<file path="config.mk">
export PLATFORM = sky130hd
export DESIGN_NAME = mmcp_seq
export DESIGN_NICKNAME = d
export VERILOG_FILES = /design/src/rtl/core/min_max_contiguous_partition_unit_assert.svh /design/src/rtl/core/mmcp_pkg.sv /design/src/rtl/core/mmcp_seq.sv
export SDC_FILE = /design/constraint.sdc
export NUM_CORES = 1
export LEC_CHECK = 0
export BUFFER_PORTS_ARGS = -buffer_cell sky130_fd_sc_hd__buf_2
export CAP_MARGIN = 5
export CORE_AREA = 8 8 45 47
export DETAILED_ROUTE_END_ITERATION = 7
export DIE_AREA = 0 0 53 55
export GPL_ROUTABILITY_DRIVEN = 0
export PLACE_DENSITY_LB_ADDON = 0.1
export SYNTH_ARGS = -nofsm -noshare
export SYNTH_HDL_FRONTEND = slang
export SYNTH_SLANG_ARGS = --single-unit
export TNS_END_PERCENT = 5
</file>
<file path="constraint.sdc">
create_clock -name clk_i -period 1.9 [get_ports clk_i]
set_clock_uncertainty 0.2 [all_clocks]
set_input_delay 0.38 -clock clk_i [delete_from_list [all_inputs] [get_ports clk_i]]
set_output_delay 0.38 -clock clk_i [all_outputs]
set_load 0.01 [all_outputs]
</file>
<file path="src/rtl/core/min_max_contiguous_partition_unit_assert.svh">
// assertion macros for the min-max contiguous partition unit
`ifndef MIN_MAX_CONTIGUOUS_PARTITION_UNIT_ASSERT_SVH
`define MIN_MAX_CONTIGUOUS_PARTITION_UNIT_ASSERT_SVH

// same-cycle implication
`define MMCP_ASSERT_NOW(name, clk, rst_n, ante, cons) \
  name: assert property (@(posedge clk) disable iff (!rst_n) (ante) |-> (cons)) \
    else $error("mmcp assertion failed");

// next-cycle implication
`define MMCP_ASSERT_NEXT(name, clk, rst_n, ante, cons) \
  name: assert property (@(posedge clk) disable iff (!rst_n) (ante) |=> (cons)) \
    else $error("mmcp assertion failed");

`endif

</file>
<file path="src/rtl/core/mmcp_pkg.sv">
// package of the min-max contiguous partition unit: constants, types, microcode rom
`default_nettype none

package mmcp_pkg;

  localparam int unsigned MAX_ITEMS = 1024;
  localparam int unsigned WEIGHT_W  = 20;
  localparam int unsigned ADDR_W    = $clog2(MAX_ITEMS);
  localparam int unsigned CNT_W     = ADDR_W + 1;
  localparam int unsigned LOAD_W    = WEIGHT_W + ADDR_W;
  localparam int unsigned SUM_W     = LOAD_W + 1;
  localparam int unsigned GROUP_W   = 11;
  localparam int unsigned PADDR_W   = 2;
  localparam int unsigned PDATA_W   = 32;

  localparam logic [PADDR_W-1:0] ADDR_PART_COUNT = 2'd0;

  typedef enum logic [2:0] {
    STEP_IDLE,
    STEP_CHECK,
    STEP_LOOP,
    STEP_ISSUE,
    STEP_ACC,
    STEP_DONE
  } step_e;

  typedef enum logic [2:0] {
    OP_LOAD,
    OP_INIT,
    OP_PROBE,
    OP_READ,
    OP_ACC,
    OP_EMIT
  } op_e;

  typedef enum logic [2:0] {
    COND_NONE,
    COND_START_LAST,
    COND_SKIP,
    COND_LO_GE_HI,
    COND_PROBE_END
  } cond_e;

  typedef struct packed {
    op_e   op;
    cond_e cond;
    step_e target;
    step_e next;
  } ucode_t;

  typedef struct packed {
    logic start_last;
    logic skip;
    logic lo_ge_hi;
    logic probe_end;
  } seq_status_t;

  function automatic ucode_t ucode_rom(input step_e step);
    ucode_t w;
    unique case (step)
      STEP_IDLE:  w = '{op: OP_LOAD,  cond: COND_START_LAST, target: STEP_CHECK,
                        next: STEP_IDLE};
      STEP_CHECK: w = '{op: OP_INIT,  cond: COND_SKIP,       target: STEP_DONE,
                        next: STEP_LOOP};
      STEP_LOOP:  w = '{op: OP_PROBE, cond: COND_LO_GE_HI,   target: STEP_DONE,
                        next: STEP_ISSUE};
      STEP_ISSUE: w = '{op: OP_READ,  cond: COND_NONE,       target: STEP_ACC,
                        next: STEP_ACC};
      STEP_ACC:   w = '{op: OP_ACC,   cond: COND_PROBE_END,  target: STEP_LOOP,
                        next: STEP_ISSUE};
      STEP_DONE:  w = '{op: OP_EMIT,  cond: COND_NONE,       target: STEP_IDLE,
                        next: STEP_IDLE};
      default:    w = '{op: OP_LOAD,  cond: COND_NONE,       target: STEP_IDLE,
                        next: STEP_IDLE};
    endcase
    return w;
  endfunction

endpackage

`default_nettype wire

</file>
<file path="src/rtl/core/mmcp_seq.sv">
// microcode sequencer: step counter, control rom and conditional jumps
`default_nettype none

module mmcp_seq (
  input  wire logic                  clk_i,
  input  wire logic                  rst_ni,
  input  wire mmcp_pkg::seq_status_t status_i,
  output mmcp_pkg::ucode_t           ctrl_o
);

  mmcp_pkg::step_e step_q, step_d;
  logic            take;

  always_comb begin
    ctrl_o = mmcp_pkg::ucode_rom(step_q);
  end

  always_comb begin
    unique case (ctrl_o.cond)
      mmcp_pkg::COND_NONE:       take = 1'b0;
      mmcp_pkg::COND_START_LAST: take = status_i.start_last;
      mmcp_pkg::COND_SKIP:       take = status_i.skip;
      mmcp_pkg::COND_LO_GE_HI:   take = status_i.lo_ge_hi;
      mmcp_pkg::COND_PROBE_END:  take = status_i.probe_end;
      default:                   take = 1'b0;
    endcase
    step_d = take ? ctrl_o.target : ctrl_o.next;
  end

  always_ff @(posedge clk_i or negedge rst_ni) begin
    if (!rst_ni) begin
      step_q <= mmcp_pkg::STEP_IDLE;
    end else begin
      step_q <= step_d;
    end
  end

endmodule

`default_nettype wire

</file>
==> impl_results.md, run 1 <==
- Synth cell count leaders: nor2_1, dfrtp_1, a21oi_1, buf_4
- WL/cell: 12.0 µm
- Combinational share of power: 0.660
- Largest reg by FF count: step_q
- Worst-Skew Late Latency: 0.23 ns
- First-pass GRT wire length: 1260 µm
- Sw power: 0.345 mW
- Worst EP arrival: 1.24 ns
- Worst EP required: 1.32 ns
- Detail Route Antenna Nets: 0
- Reg2Reg Launch Point: step_q[0]$_DFF_PN0_
- Filler cells: 161
- TritonCTS Sinks: 3
- Most frequent cell after synthesis: nor2_1
- Crit share post-route: 0.959
- Share of layout cells above drive strength 1: 0.615
- Antenna Cells: 0
- Critical Path Slowest Stage Cell: dfrtp_2
- Max VDD drop: 0.589 mV
- Largest cells by area after synthesis: dfrtp_1, buf_4, nor2_1
- Largest net degree at the start of global routing: 9
- Syn Inst Count: 31
- I/O pin count: 18
- PD cells: 1940 mW/mm²
- Starting DRT DRC Count: 5
- R2r setup slk: 0.41 ns
- Final Critical Period: 1.82 ns
- Hold depth: 3
- Highest metal used: met3
- Non-Filler Instances: 68
- Initial antenna violation count: 0
- Crit-path max FO: 8
- Worst R2R End: step_q[1]$_DFF_PN0_
- Metal3 WL: 73 µm
- DP Worst Slack: 0.205 ns
- IO Port Bufs: 17
- Via count: 281
- Top-area cell type share of the netlist area: 0.279
- Total wire length: 818 µm
- Synthesized area: 269 µm²
- Clk root buf: clkbuf_4
- Top flop regs: step_q (3)
- Placed inst area: 358 µm²
- # DRC: 0
- Max_slew headroom: 0.855
- F_max: 549 MHz
- Synth unique cells: 24
- Vias in the first global route: 306
- Syn nets: 37
- Clk slew on worst S/H paths: 0.04 ns
- Clock tree buffer depth: 2
- DRT Pass-1 Iters: 3
- Startpoint Class: flip-flop
- Worst hold start: status_i[2]
- Max reg flops: 3
- Hold Path Class: in2reg
- Cell taking the most area after synthesis: dfrtp_1
- Main synth FF type: dfrtp_1
- Cell area after layout: 405 µm²
- Clock network fraction of total power: 0.141
- Setup tns final: 0 ns
- Die ar.: 0.00292 mm²
- M1 WL: 367 µm
- Fin. Hold Viols: 0
- Nets: 59
- FF+latch count, synth: 3
- EDFF count, synth: 0
- Detail Placement HPWL: 648 µm
- Internal power: 0.441 mW
- Placed cell count: 62
- RSZ-0062 raised after global routing: no
- Die Wd: 53 µm
- Fin worst setup slack: 0.0774 ns
- Worst R2R Path Depth: 4
- CTS tree: done
- Avg Inst Size Synth: 8.68 µm²
- Die Y: 55 µm
- Core footprint: 0.00138 mm²
- Critical Path End Type: output port
- TritonCTS Buffers: 3
- WS Path Type: reg2out
- Yosys warns: 0
- Hold Path Sink: step_q[2]$_DFF_PN0_
- Met2 WL: 377 µm
- Sw Ratio: 0.439
- Total GRT Usage: 0.0601
- Status: complete, no violations
- Cell row count: 14
- Initial Util: 0.194
- Synthesis-to-finish area growth: 50.7%
- Leak: 0.210 nW
- Worst slew pin tran: 0.214 ns
- Via density: 4.13
- Final setup fails: 0
- Max Slew Vio Count: 0
- Seq pwr share: 0.199
- Slowest stage delay, CP: 0.45 ns
- Reported max-cap violation count: 0
- Remaining Overflow, GRT: 0
- CP Cell Sequence: xor2_1 > mux2_2 > buf_2
- H-tree level count: 1
- Sequential area share after synthesis: 0.279
- Ys async rst share: 1.00
power groups by stage:
stage                     clock network (mW)  registers [mW]  logic [mW]
after floorplan                            0           0.113       0.380
after global placement                     0           0.162       0.496
after detailed placement                   0           0.164       0.501
after CTS                              0.117           0.153       0.532
after global routing                   0.122           0.164       0.575
final                                  0.111           0.156       0.519
worst max-delay path: cells and delay by family, from the launching register on:
kind                   cells  cell delay [ns]
multiplexers               1             0.26
buffers and inverters      1             0.14
XOR/XNOR                   1             0.16
flip-flops                 1             0.45
through the flow:
step,power [mW],hold WS [ns],util
after floorplan,0.493,-0.116,-
after CTS,0.802,0.223,0.291
after global routing,0.861,0.255,0.293
after global placement,0.658,-0.0205,0.259
final,0.786,0.230,0.293
after detailed placement,0.665,-0.0243,0.259
cell usage in the layout, fill, tap and decap left out, types with 2 or more instances in the layout:
cell type and count:
dfrtp_2 3, nor2_1 4, buf_4 3, buf_2 17
clkbuf_4 3, a21oi_1 2
timing repair:
item	4_1_cts	5_1_grt
hold endpoints to repair	3	0
endpoints found under the setup margin	2	5
pin swaps	0	0
buffers inserted	1	0
hold buffers	1	0
gates resized for setup	1	2
cell families (layout without fill, tap and decap cells):
kind of cell / count (synthesis) / after routing / synth area share
buffers and inverters: 4 / 25 / 0.116
XOR/XNOR: 2 / 2 / 0.0651
AND/OR/NAND/NOR: 14 / 14 / 0.316
multiplexers: 1 / 1 / 0.0419
flip-flops: 3 / 3 / 0.279
AO/OA/AOI/OAI: 7 / 7 / 0.181
layout make-up:
cell class,instances,area [µm²],share of cell area
Sequential cell,3,78.8,0.194
Clock buffer,4,26.3,0.0648
Timing Repair Buffer,21,118,0.290
Tap cell,16,20.0,0.0494
Multi-Input combinational cell,24,163,0.401
metal layers:
metal,up-vias,global-route usage
li1,148,-
met1,123,0.0609
met2,10,0.0859
met3,0,0.0214
met4,0,0.0776
met5,-,0
worst max-delay path by stage:
| stage | start | end | slack (ns) | cells after the start |
|---|---|---|---|---|
| after detailed placement | step_q[2]$_DFF_PN0_ | ctrl_o[1] | 0.20 | 3 |
| after global placement | step_q[2]$_DFF_PN0_ | ctrl_o[1] | 0.24 | 3 |
| after global routing | step_q[0]$_DFF_PN0_ | ctrl_o[1] | 0.02 | 3 |
| after CTS | step_q[0]$_DFF_PN0_ | ctrl_o[1] | 0.009 | 3 |
| after floorplan | step_q[2]$_DFF_PN0_ | ctrl_o[1] | 0.31 | 3 |
| final | step_q[0]$_DFF_PN0_ | ctrl_o[1] | 0.08 | 3 |
(Power assumes the default switching activity.)
==> run 2: changes to the inputs <==
==> constraint.sdc (replaced) <==
create_clock -name clk_i -period 1.9 [get_ports clk_i]
set_clock_uncertainty 0.2 [all_clocks]
set_input_delay 0.285 -clock clk_i [delete_from_list [all_inputs] [get_ports clk_i]]
set_output_delay 0.285 -clock clk_i [all_outputs]
set_load 0.01 [all_outputs]
==> impl_results.md, run 2 (synthesized netlist as in run 1, its figures left out) <==
- Setup tns final: 0 ns
- First-pass GRT wire length: 993 µm
- Remaining Overflow, GRT: 0
- Critical Path End Type: output port
- Vias in the first global route: 264
- Top flop regs: step_q (3)
- F_max: 542 MHz
- Antenna Cells: 0
- Fin. Hold Viols: 0
- Max VDD drop: 0.575 mV
- CP Launch Point: step_q[1]$_DFF_PN0_
- Worst EP arrival: 1.36 ns
- Leak: 0.199 nW
- Placed inst area: 343 µm²
- Post-CTS setup buffer count: 0
- Area of the multi-input gates: 163 µm²
- Max_slew headroom: 0.737
- Cts hold-fix bufs: 1
- Die Y: 55 µm
- Buf/Inv on CP: 1
- Final setup fails: 0
- Most common cell after layout, fill and taps aside: buf_2
- Synthesis-to-finish area growth: 40.9%
- H-tree level count: 1
- Worst slew pin tran: 0.395 ns
- DRT Pass-1 Iters: 4
- Initial antenna violation count: 0
- Reg2Reg Launch Point: step_q[1]$_DFF_PN0_
- # DRC: 0
- Die ar.: 0.00292 mm²
- Critical Path Slowest Stage Cell: dfrtp_1
- WS Path Type: reg2out
- RSZ-0062 raised after global routing: no
- IO Port Bufs: 17
- Detail Route Antenna Nets: 0
- Critical path endpoint: ctrl_o[0]
- Max Slew Vio Count: 0
- Crit-path max FO: 11
- Clk slew on worst S/H paths: 0.04 ns
- Crit share post-route: 0.971
- TritonCTS Sinks: 3
- Worst path top cell family by delay: flip-flops
- Hold Path Class: in2reg
- Total GRT Usage: 0.0498
- Cell row count: 14
- CP Cell Sequence: and2b_2 > o21ba_2 > buf_2
- Clk root buf: clkbuf_4
- Share of layout cells above drive strength 1: 0.531
- Die Wd: 53 µm
- Slowest stage delay, CP: 0.53 ns
- Register Area: 75.1 µm²
- Nets: 56
- Via density: 4.15
- Most frequent cells in the layout: buf_2, nor2_1, clkbuf_4, dfrtp_1, a21oi_1
- Final Critical Period: 1.84 ns
- Hold depth: 3
- I/O pin count: 18
- Starting DRT DRC Count: 2
- Via count: 270
- TritonCTS Buffers: 3
- CTS tree: done
- Worst R2R Path Depth: 3
- R2r setup slk: 0.35 ns
- WL/cell: 11.0 µm
- Worst-Skew Late Latency: 0.23 ns
- Cell area after layout: 379 µm²
- Filler cells: 166
- Max reg flops: 3
- Largest net degree at the start of global routing: 14
- Reported max-cap violation count: 0
- Resized Gates After CTS: 0
- Initial Util: 0.194
- Total wire length: 716 µm
- Worst EP required: 1.41 ns
- Cell count along the critical path: 3
- PD cells: 1910 mW/mm²
- Worst R2R End: step_q[1]$_DFF_PN0_
- Largest reg by FF count: step_q
- Clock tree buffer depth: 2
- Startpoint Class: flip-flop
- Status: complete, no violations
- Core footprint: 0.00138 mm²
[run 2: cell count changes in the layout (fill, tap and decap cells not counted)]
| cell | change |
|---|---|
| dfrtp_1 | +3 |
| dfrtp_2 | -3 |
| buf_4 | -3 |
[run 2: worst min-delay path: stages]
cell and delay (ns):
buf_2 0.10, nand2_1 0.08, a21oi_1 0.06
[run 2: area by class of cell]
class	instances	share of cell area
clock buffers	4	0.0693
well taps	16	0.0528
flip-flops and latches	3	0.198
repair buffers	18	0.251
multi-input cells	24	0.429
[run 2: power by group]
part	leakage [nW]	internal, mW	switching [mW]
clock	0.0150	0.0786	0.0307
combinational	0.146	0.229	0.205
sequential	0.0379	0.0917	0.0891
[run 2: per-layer routing]
layer	wire, µm	GRT usage
met4	0	0.0647
met2	341	0.0742
met1	288	0.0396
met5	0	0
met3	86	0.0321
[run 2: metrics by stage]
step | total power, mW | worst slack [ns] | std cells | utilization | hold WS [ns]
after floorplan | 0.493 | 0.402 | 31 | - | -0.211
after global placement | 0.629 | 0.299 | 60 | 0.248 | -0.116
after detailed placement | 0.625 | 0.300 | 60 | 0.248 | -0.116
after CTS | 0.744 | 0.0464 | 65 | 0.274 | 0.140
after global routing | 0.783 | 0.00455 | 65 | 0.274 | 0.173
final | 0.724 | 0.0560 | 65 | 0.274 | 0.149
[run 2: worst min-delay path by stage]
stage                start             endpoint  slack [ns]
6_report       status_i[2]  step_q[2]$_DFF_PN0_        0.15
5_1_grt        status_i[2]  step_q[2]$_DFF_PN0_        0.17
4_1_cts        status_i[2]  step_q[2]$_DFF_PN0_        0.14
3_5_place_dp        rst_ni  step_q[0]$_DFF_PN0_       -0.12
3_3_place_gp        rst_ni  step_q[0]$_DFF_PN0_       -0.12
2_1_floorplan       rst_ni  step_q[0]$_DFF_PN0_       -0.21
==> run 3: changes to the inputs <==
CTS_BUF_LIST = sky130_fd_sc_hd__clkbuf_8   (was unset)
==> impl_results.md, run 3 (synthesized netlist as in run 1, its figures left out) <==
- Vias in the first global route: 270
- Critical Path End Type: output port
- Max VDD drop: 0.503 mV
- Initial antenna violation count: 0
- Met2 Use GR: 0.0801
- Worst EP required: 1.41 ns
- Met1 GRT Util: 0.0396
- Die ar.: 0.00292 mm²
- Reported max-cap violation count: 0
- Leak: 0.211 nW
- Crit share post-route: 0.966
- Grt met3 use: 0.0321
- Cell count along the critical path: 3
- R2r setup slk: 0.35 ns
- F_max: 545 MHz
- Max_slew headroom: 0.742
- IO Port Bufs: 17
- Via count: 271
- Status: complete, no violations
- Via density: 4.17
- TritonCTS Buffers: 3
- Setup tns final: 0 ns
- DRT Pass-1 Iters: 2
- Antenna Cells: 0
- Worst slew pin tran: 0.388 ns
- CTS tree: done
- Resized Gates After CTS: 0
- Crit-path max FO: 11
- Largest net degree at the start of global routing: 14
- Buf/Inv on CP: 1
- Critical Path Slowest Stage Cell: dfrtp_1
- Worst R2R Path Depth: 3
- Synthesis-to-finish area growth: 47.9%
- H-tree level count: 1
- Final design utilization: 0.288
- Die Y: 55 µm
- Total GRT Usage: 0.0547
- Busiest layer in global routing: met4
- Worst path top cell family by delay: flip-flops
- Detail Route Antenna Nets: 0
- Clock tree buffer depth: 2
- Clk root buf: clkbuf_8
- Remaining Overflow, GRT: 0
- TritonCTS Sinks: 3
- Most common cell after layout, fill and taps aside: buf_2
- Total wire length: 740 µm
- CP Launch Point: step_q[1]$_DFF_PN0_
- Core footprint: 0.00138 mm²
- Die Wd: 53 µm
- Largest reg by FF count: step_q
- Max reg flops: 3
- Critical path endpoint: ctrl_o[0]
- Reg2Reg Launch Point: step_q[1]$_DFF_PN0_
- DP Worst Slack: 0.300 ns
- Final Critical Period: 1.83 ns
- Nets: 56
- Clk slew on worst S/H paths: 0.03 ns
- WL/cell: 11.4 µm
- Worst R2R End: step_q[1]$_DFF_PN0_
- Cell area after layout: 398 µm²
- CP Cell Sequence: and2b_2 > o21ba_2 > buf_2
- Worst-Skew Late Latency: 0.22 ns
- Fin. Hold Viols: 0
- First-pass GRT wire length: 1040 µm
- Slowest stage delay, CP: 0.53 ns
- WS Path Type: reg2out
- Most frequent cells in the layout: buf_2, nor2_1, clkbuf_8, dfrtp_1, a21oi_1
- Cell row count: 14
- RSZ-0062 raised after global routing: no
- Max Slew Vio Count: 0
- Top flop regs: step_q (3)
- Startpoint Class: flip-flop
- Final setup fails: 0
- PD cells: 2010 mW/mm²
- Hold Path Class: in2reg
- I/O pin count: 18
- Starting DRT DRC Count: 2
- # DRC: 0
- Initial Util: 0.194
- Placed inst area: 343 µm²
- Share of layout cells above drive strength 1: 0.531
- Fin worst setup slack: 0.0652 ns
- Worst EP arrival: 1.35 ns
-- run 3: stage by stage --
stage | hold WS, ns | total power [mW] | std cells
3_5_place_dp | -0.116 | 0.625 | 60
4_1_cts | 0.151 | 0.821 | 65
2_1_floorplan | -0.211 | 0.493 | 31
6_report | 0.154 | 0.798 | 65
3_3_place_gp | -0.116 | 0.629 | 60
5_1_grt | 0.193 | 0.857 | 65
-- run 3: how the worst min path moves through the flow --
stage                 from                  end  slack (ns)  depth (start not counted)
5_1_grt        status_i[2]  step_q[2]$_DFF_PN0_        0.19                          3
2_1_floorplan       rst_ni  step_q[0]$_DFF_PN0_       -0.21                          0
3_5_place_dp        rst_ni  step_q[0]$_DFF_PN0_       -0.12                          1
4_1_cts        status_i[2]  step_q[2]$_DFF_PN0_        0.15                          3
6_report       status_i[2]  step_q[2]$_DFF_PN0_        0.15                          3
3_3_place_gp        rst_ni  step_q[0]$_DFF_PN0_       -0.12                          1
-- run 3: timing repair --
item / 4_1_cts / 5_1_grt
endpoints found under the setup margin: 0 / 0
setup buffers: 0 / 0
hold buffers: 1 / 0
endpoints found under the hold margin: 3 / 0
-- run 3: area by class of cell --
class | count | area, µm²
multi-input combinational | 24 | 163
fill | 162 | 986
clock inverter | 1 | 3.75
sequential | 3 | 75.1
timing repair buffer | 18 | 95.1
clock buffer | 3 | 41.3
tap | 16 | 20.0
-- run 3: where the power goes --
| part | internal (mW) | leakage (nW) | switching [mW] |
|---|---|---|---|
| combinational | 0.229 | 0.146 | 0.205 |
| clock | 0.138 | 0.0269 | 0.0457 |
| sequential | 0.0918 | 0.0379 | 0.0893 |
| total | 0.458 | 0.211 | 0.340 |
-- run 3: metal layers --
layer	vias to the layer above	part of all wire
met5	-	0
met4	0	0.038
met3	3	0.12
met2	13	0.44
met1	114	0.40
li1	141	-
-- run 3: worst reg2reg max path, stage by stage (launching register included) --
cell and delay (ns):
dfrtp_1 0.49, nor2b_2 0.23, nor3b_1 0.15, or3_1 0.35
